### src/rtl/rtef_pkg.sv
`default_nettype none

package rtef_pkg;

  localparam int unsigned COUNT_W = 32;

  localparam logic [7:0] ST_CLOCK    = 8'hF8;
  localparam logic [7:0] ST_START    = 8'hFA;
  localparam logic [7:0] ST_CONTINUE = 8'hFB;
  localparam logic [7:0] ST_STOP     = 8'hFC;

  localparam logic OP_PUSH = 1'b0;
  localparam logic OP_POP  = 1'b1;

  typedef struct packed {
    logic [7:0]  status;
    logic [7:0]  source;
    logic [31:0] tstamp;
  } event_t;

  // Per-transaction outcome handed from the pointer logic to the result stage.
  typedef struct packed {
    logic pop_hit;
    logic push_taken;
  } flags_t;

  function automatic logic is_realtime(input logic [7:0] s);
    logic r;
    case (s) inside
      ST_CLOCK, ST_START, ST_CONTINUE, ST_STOP: r = 1'b1;
      default:                                  r = 1'b0;
    endcase
    return r;
  endfunction

endpackage

`default_nettype wire

### src/rtl/realtime_event_fifo_drop_oldest.sv
`default_nettype none

// Timestamped FIFO for MIDI realtime events that drops the oldest entry on
// overflow. A transaction is taken at every clock edge where start is high
// (busy stays low), one per cycle, and its result appears on the out_ ports
// with out_strobe for exactly the following cycle, its data taken from the
// registered read port of the event memory. The receiver cannot
// stall, so results must be captured when out_strobe is high. Pushes of
// statuses other than clock, start, continue and stop are ignored
// (out_push_taken low). The ring holds RING_DEPTH-1 events; out_lost_count
// reports the wrapping number of events discarded so far.
module realtime_event_fifo_drop_oldest #(
  parameter int unsigned RING_DEPTH = 32
) (
  input  wire logic        clk,
  input  wire logic        rst_n,
  input  wire logic        start,
  output logic             busy,
  input  wire logic        in_op,
  input  wire logic [7:0]  in_status_byte,
  input  wire logic [7:0]  in_source_tag,
  input  wire logic [31:0] in_time_stamp,
  output logic             out_strobe,
  output logic             out_event_valid,
  output logic [7:0]       out_event_status,
  output logic [7:0]       out_event_source,
  output logic [31:0]      out_event_time,
  output logic             out_push_taken,
  output logic [31:0]      out_lost_count
);

  localparam int unsigned AW = (RING_DEPTH > 1) ? $clog2(RING_DEPTH) : 1;

  logic                         accept;
  logic                         wr_en, rd_en;
  logic [AW-1:0]                wr_addr, rd_addr;
  rtef_pkg::flags_t             flags, flags_r;
  rtef_pkg::event_t             wr_data, rd_data;
  logic [rtef_pkg::COUNT_W-1:0] lost_count;
  logic                         strobe_r;

  assign busy   = 1'b0;
  assign accept = start && !busy;

  assign wr_data.status = in_status_byte;
  assign wr_data.source = in_source_tag;
  assign wr_data.tstamp = in_time_stamp;

  rtef_ctrl #(
    .RING_DEPTH (RING_DEPTH),
    .AW         (AW)
  ) u_ctrl (
    .clk         (clk),
    .rst_n       (rst_n),
    .accept      (accept),
    .op          (in_op),
    .status_byte (in_status_byte),
    .wr_en       (wr_en),
    .wr_addr     (wr_addr),
    .rd_en       (rd_en),
    .rd_addr     (rd_addr),
    .flags       (flags),
    .lost_count  (lost_count)
  );

  rtef_store #(
    .RING_DEPTH (RING_DEPTH),
    .AW         (AW)
  ) u_store (
    .clk     (clk),
    .wr_en   (wr_en),
    .wr_addr (wr_addr),
    .wr_data (wr_data),
    .rd_en   (rd_en),
    .rd_addr (rd_addr),
    .rd_data (rd_data)
  );

  always_ff @(posedge clk) begin
    if (!rst_n) begin
      strobe_r <= 1'b0;
      flags_r  <= '0;
    end else begin
      strobe_r <= accept;
      flags_r  <= accept ? flags : '0;
    end
  end

  assign out_strobe       = strobe_r;
  assign out_event_valid  = flags_r.pop_hit;
  assign out_event_status = flags_r.pop_hit ? rd_data.status : 8'd0;
  assign out_event_source = flags_r.pop_hit ? rd_data.source : 8'd0;
  assign out_event_time   = flags_r.pop_hit ? rd_data.tstamp : 32'd0;
  assign out_push_taken   = flags_r.push_taken;
  assign out_lost_count   = lost_count;

  a_result_follows: assert property (@(posedge clk) disable iff (!rst_n)
    accept |=> out_strobe)
    else $error("accepted transaction produced no result");

  a_one_kind: assert property (@(posedge clk) disable iff (!rst_n)
    !(out_event_valid && out_push_taken))
    else $error("result marks both a popped event and a taken push");

  a_flags_need_strobe: assert property (@(posedge clk) disable iff (!rst_n)
    (out_event_valid || out_push_taken) |-> out_strobe)
    else $error("result flags raised without a strobe");

  a_lost_step: assert property (@(posedge clk) disable iff (!rst_n)
    $past(rst_n) |-> (out_lost_count == $past(out_lost_count)
                      || out_lost_count == $past(out_lost_count) + 32'd1))
    else $error("lost count moved by more than one");

endmodule

`default_nettype wire

### src/rtl/rtef_store.sv
`default_nettype none

module rtef_store #(
  parameter int unsigned RING_DEPTH = 32,
  parameter int unsigned AW = (RING_DEPTH > 1) ? $clog2(RING_DEPTH) : 1
) (
  input  wire logic              clk,
  input  wire logic              wr_en,
  input  wire logic [AW-1:0]     wr_addr,
  input  wire rtef_pkg::event_t  wr_data,
  input  wire logic              rd_en,
  input  wire logic [AW-1:0]     rd_addr,
  output rtef_pkg::event_t       rd_data
);

  rtef_pkg::event_t mem_r [RING_DEPTH];
  rtef_pkg::event_t rd_data_r;

  always_ff @(posedge clk) begin
    if (wr_en) begin
      mem_r[wr_addr] <= wr_data;
    end
  end

  always_ff @(posedge clk) begin
    if (rd_en) begin
      rd_data_r <= mem_r[rd_addr];
    end
  end

  assign rd_data = rd_data_r;

endmodule

`default_nettype wire

### src/rtl/rtef_ctrl.sv
`default_nettype none

module rtef_ctrl #(
  parameter int unsigned RING_DEPTH = 32,
  parameter int unsigned AW = (RING_DEPTH > 1) ? $clog2(RING_DEPTH) : 1
) (
  input  wire logic                         clk,
  input  wire logic                         rst_n,
  input  wire logic                         accept,
  input  wire logic                         op,
  input  wire logic [7:0]                   status_byte,
  output logic                              wr_en,
  output logic [AW-1:0]                     wr_addr,
  output logic                              rd_en,
  output logic [AW-1:0]                     rd_addr,
  output rtef_pkg::flags_t                  flags,
  output logic [rtef_pkg::COUNT_W-1:0]      lost_count
);

  localparam logic [AW-1:0] LAST = AW'(RING_DEPTH - 1);

  logic [AW-1:0]                wr_ptr_r, wr_ptr_nxt;
  logic [AW-1:0]                rd_ptr_r, rd_ptr_nxt;
  logic [rtef_pkg::COUNT_W-1:0] drop_r, drop_nxt;
  logic [AW-1:0]                wr_adv, rd_adv;
  logic                         is_push, is_pop, full, empty;

  assign wr_adv = (wr_ptr_r == LAST) ? '0 : wr_ptr_r + 1'b1;
  assign rd_adv = (rd_ptr_r == LAST) ? '0 : rd_ptr_r + 1'b1;
  assign full   = (wr_adv == rd_ptr_r);
  assign empty  = (wr_ptr_r == rd_ptr_r);

  assign is_push = accept && (op == rtef_pkg::OP_PUSH) && rtef_pkg::is_realtime(status_byte);
  assign is_pop  = accept && (op == rtef_pkg::OP_POP) && !empty;

  always_comb begin
    wr_ptr_nxt = wr_ptr_r;
    rd_ptr_nxt = rd_ptr_r;
    drop_nxt   = drop_r;
    if (is_push) begin
      wr_ptr_nxt = wr_adv;
      // A push into a full ring pushes the oldest event out.
      if (full) begin
        rd_ptr_nxt = rd_adv;
        drop_nxt   = drop_r + 1'b1;
      end
    end else if (is_pop) begin
      rd_ptr_nxt = rd_adv;
    end
  end

  always_ff @(posedge clk) begin
    if (!rst_n) begin
      wr_ptr_r <= '0;
      rd_ptr_r <= '0;
      drop_r   <= '0;
    end else begin
      wr_ptr_r <= wr_ptr_nxt;
      rd_ptr_r <= rd_ptr_nxt;
      drop_r   <= drop_nxt;
    end
  end

  assign wr_en            = is_push;
  assign wr_addr          = wr_ptr_r;
  assign rd_en            = is_pop;
  assign rd_addr          = rd_ptr_r;
  assign flags.pop_hit    = is_pop;
  assign flags.push_taken = is_push;
  // Updated at the same edge that captures the result, so it reads as the
  // count after the transaction for the whole cycle the result is shown.
  assign lost_count       = drop_r;

endmodule

`default_nettype wire
### config.mk
export PLATFORM = sky130hd
export DESIGN_NAME = realtime_event_fifo_drop_oldest
export DESIGN_NICKNAME = d
export VERILOG_FILES = /design/src/rtl/rtef_pkg.sv /design/src/rtl/realtime_event_fifo_drop_oldest.sv /design/src/rtl/rtef_store.sv /design/src/rtl/rtef_ctrl.sv
export SDC_FILE = /design/constraint.sdc
export NUM_CORES = 2
export LEC_CHECK = 0
export ABC_AREA = 1
export ABC_CLOCK_PERIOD_IN_PS = 6440
export BUFFER_PORTS_ARGS = -buffer_cell sky130_fd_sc_hd__buf_2
export CAP_MARGIN = 20
export CORE_ASPECT_RATIO = 2
export CORE_MARGIN = 2
export CORE_UTILIZATION = 45
export CTS_CLUSTER_DIAMETER = 30
export CTS_CLUSTER_SIZE = 20
export DETAILED_ROUTE_END_ITERATION = 16
export PLACE_DENSITY = 0.61
export SLEW_MARGIN = 20
export SYNTH_ARGS = -nofsm -noshare
export SYNTH_HDL_FRONTEND = slang
export SYNTH_HIERARCHICAL = 1
export SYNTH_SLANG_ARGS = --single-unit
export TNS_END_PERCENT = 20
### constraint.sdc
create_clock -name clk -period 6.44 [get_ports clk]
set_input_delay 0.966 -clock clk [delete_from_list [all_inputs] [get_ports clk]]
set_output_delay 0.966 -clock clk [all_outputs]
set_load 0.02 [all_outputs]
==> flow_summary.toml <==
[timing]
hold_viol_final = 0
setup_viol = 0
finalCritPeriodShare_pct = 66.8
max_freq_mhz = 232
fin_setup_tns_ps = 0
report.final.slew_viol_count = 0
relSlewSlack_pct = 20.3
skew_ps = 46.9
min_period_ps = 4300
worstMarginPinSlew_ps = 1200
rsz0062_at_grt = "no"

[clock_network]
clk_latency_ps = 820
post_cts_buffers = 0
clk_pin_slew_ps = 60
hold_buffers = 0
ctsLongestPathBuffers = 4
cts-root-buf = "clkbuf_16"
cts_resized = 0
cts-htree-levels = 4
tritoncts = "built"
cts.sinks = 1629
numCtsBuffers = 177

[routing]
first_iter_violations = 3964
wl_microns = 184000
ant_nets = 0
drt_pass1_iterations = 5
wl_per_cell_microns = 23.3
dr_total_vias = 44000
vias_per_cell = 5.60
drc = 0

[hold_path]
hold_path_class = "input pin to flip-flop"

[logic_synthesis]
synthTopCellsByCount = "nand2_1, edfxtp_1, nand3_1"
ys_types = 31
syn_nets = 5838
ys.flop_type = "edfxtp_1"
synth.most_common_cell = "nand2_1"
synth_edf_count = 1584
syn_area_sq_mm = 0.0664
synth_cells = 5781
yosysTopAreaCell = "edfxtp_1"
synthArstFlopShare_pct = 0
ys_seq_area_share_pct = 73.0
ys_warn_count = 6
netlist_top_cells_area = "edfxtp_1, nand2_1, nand3_1, dfxtp_1, buf_2"
avgSynthCellArea_sq_um = 11.5
ys_seq_elements = 1629
yosysTopAreaCellShare_pct = 71.6

[critical_path]
crit_fanout = 34
worst_ep_arrival_time_ps = 4790
start_kind = "input pin"
critPathKind = "input pin to flip-flop"
critPathRequiredTime_ps = 6920
end_kind = "flip-flop"

[grt]
antenna_found_initial = 7
grt_pass1_wl_microns = 271000
grt_usage_pct = 24.2
gr-total-overflow = 0
grt_pass1_vias = 42300
grt_max_degree = 212

[floorplan]
start_util_pct = 45.3
fp.coreArea_sq_mm = 0.147
ios = 136
fp.dieH_microns = 547
die_w_microns = 276
rows = 199
die_area_sq_mm = 0.151

[cells_and_area]
fin_nets = 5877
drive_gt1_share_pct = 9.62
area_growth_pct = 12.6
design_area_sq_mm = 0.0748
final_util_pct = 51.0

[pwr]
clkPwrFrac_pct = 39.9
ir_drop_mv = 0.212
p_sw_share_pct = 28.8
power_density_mw_per_mm2 = 345
p_leak_uw = 0.0274
p_comb_share_pct = 14.2
switchingPower_uw = 7420
sequentialPowerShare_pct = 45.9
p_int_uw = 18400

[run_status]
status = "complete, no violations"

[placement]
portBuffers = 134
gp_congestion = 0.822
dp_hpwl_microns = 101000
placed_area_sq_mm = 0.0688

[flow_run]
drv_cap = 0
## cell usage in the layout (no fill, tap or decap), types with 3 or more instances in the layout
| cell type | n |
|---|---|
| inv_1 | 79 |
| o21ai_0 | 7 |
| clkbuf_1 | 6 |
| clkinv_1 | 14 |
| clkinv_4 | 14 |
| nor3_1 | 7 |
| inv_2 | 13 |
| nor2_2 | 4 |
| buf_2 | 134 |
| inv_12 | 3 |
| dfxtp_1 | 39 |
| buf_12 | 33 |
| clkinvlp_4 | 15 |
| clkbuf_16 | 183 |
| inv_8 | 23 |
| nand2_1 | 2299 |
| clkinv_2 | 15 |
| nand4_1 | 6 |
| a21oi_1 | 37 |
| nor2_1 | 82 |
| clkinv_8 | 17 |
| nor2_4 | 33 |
| dfxtp_4 | 6 |
| xnor2_1 | 4 |
| inv_6 | 23 |
| nand3_1 | 1209 |
| ha_1 | 5 |
| buf_4 | 42 |
| bufinv_16 | 9 |
| edfxtp_1 | 1584 |
## routing by layer
layer | routed length, microns | GRT usage, % | part of all wire, %
met5 | 13 | 0 | 0.0071
met3 | 11200 | 2.59 | 6.1
met4 | 7170 | 9.70 | 3.9
met1 | 70700 | 30.9 | 39
met2 | 94600 | 42.0 | 51
## critical path, cell delays in order
cell	delay [ps]
buf_2	500
nor2_1	140
nor2_1	200
nand3_1	410
clkinv_1	370
nand3_1	800
nor2_4	1040
buf_12	290
## path summary, 6_finish.rpt
check	from	to	slack, ps	cells past startpoint
setup reg to reg	u_ctrl/rd_addr[1]	u_store/rd_data[23]	2920	9
hold reg to reg	u_ctrl/lost_count[31]	u_ctrl/lost_count[31]	530	2
setup / recovery	in_status_byte[1]	u_store/mem_r[22][2]	2140	8
hold / removal	start	out_strobe	430	3
## final cells by class
| type | instances | area (sq um) |
|---|---|---|
| repair buffers | 209 | 1650 |
| fillers | 12500 | 71900 |
| flip-flops and latches | 1629 | 48500 |
| diodes | 2 | 5.00 |
| clock inverters | 127 | 1380 |
| well taps | 1909 | 2390 |
| multi-input cells | 3704 | 15900 |
| clock buffers | 189 | 4600 |
| inverters | 99 | 402 |
## power by group through the flow
stage               Clock (uW)  Combinational (uW)  Sequential, uW
floorplan                    0                2450           12000
global placement             0                3620           12100
detailed placement           0                3640           12100
CTS                      10500                3660           11800
global route             10800                4050           11800
finish                   10300                3670           11800
## through the flow
step	power [uW]	hold slack, ps	cells	worst slack [ps]
final	25800	434	7868	2140
after global routing	26700	441	7867	1930
after CTS	26000	388	7866	2160
after detailed placement	15700	518	7550	1310
after global placement	15700	523	7549	1380
after floorplan	14400	528	5781	2250
## cell families (layout without fill, tap and decap cells)
family,after synthesis,in the layout,share of synthesized area (%)
and+or+nand+nor,3648,3648,23.0
DFF,1629,1629,73.0
buffers and inverters,448,624,3.47
AOI/OAI and AO/OA,45,45,0.339
adders and majority gates,5,5,0.0942
xor gates and xnor gates,5,5,0.0660
other,1,3,0.00565
## state kept, by name (all words and copies together), names as in the netlist
signal             count
out_strobe             1
out_push_taken         1
u_store/mem_r       1536
u_store/rd_data       48
u_ctrl/lost_count     32
out_event_valid        1
u_ctrl/rd_addr         5
u_ctrl/wr_addr         5
(Power assumes the default switching activity.)
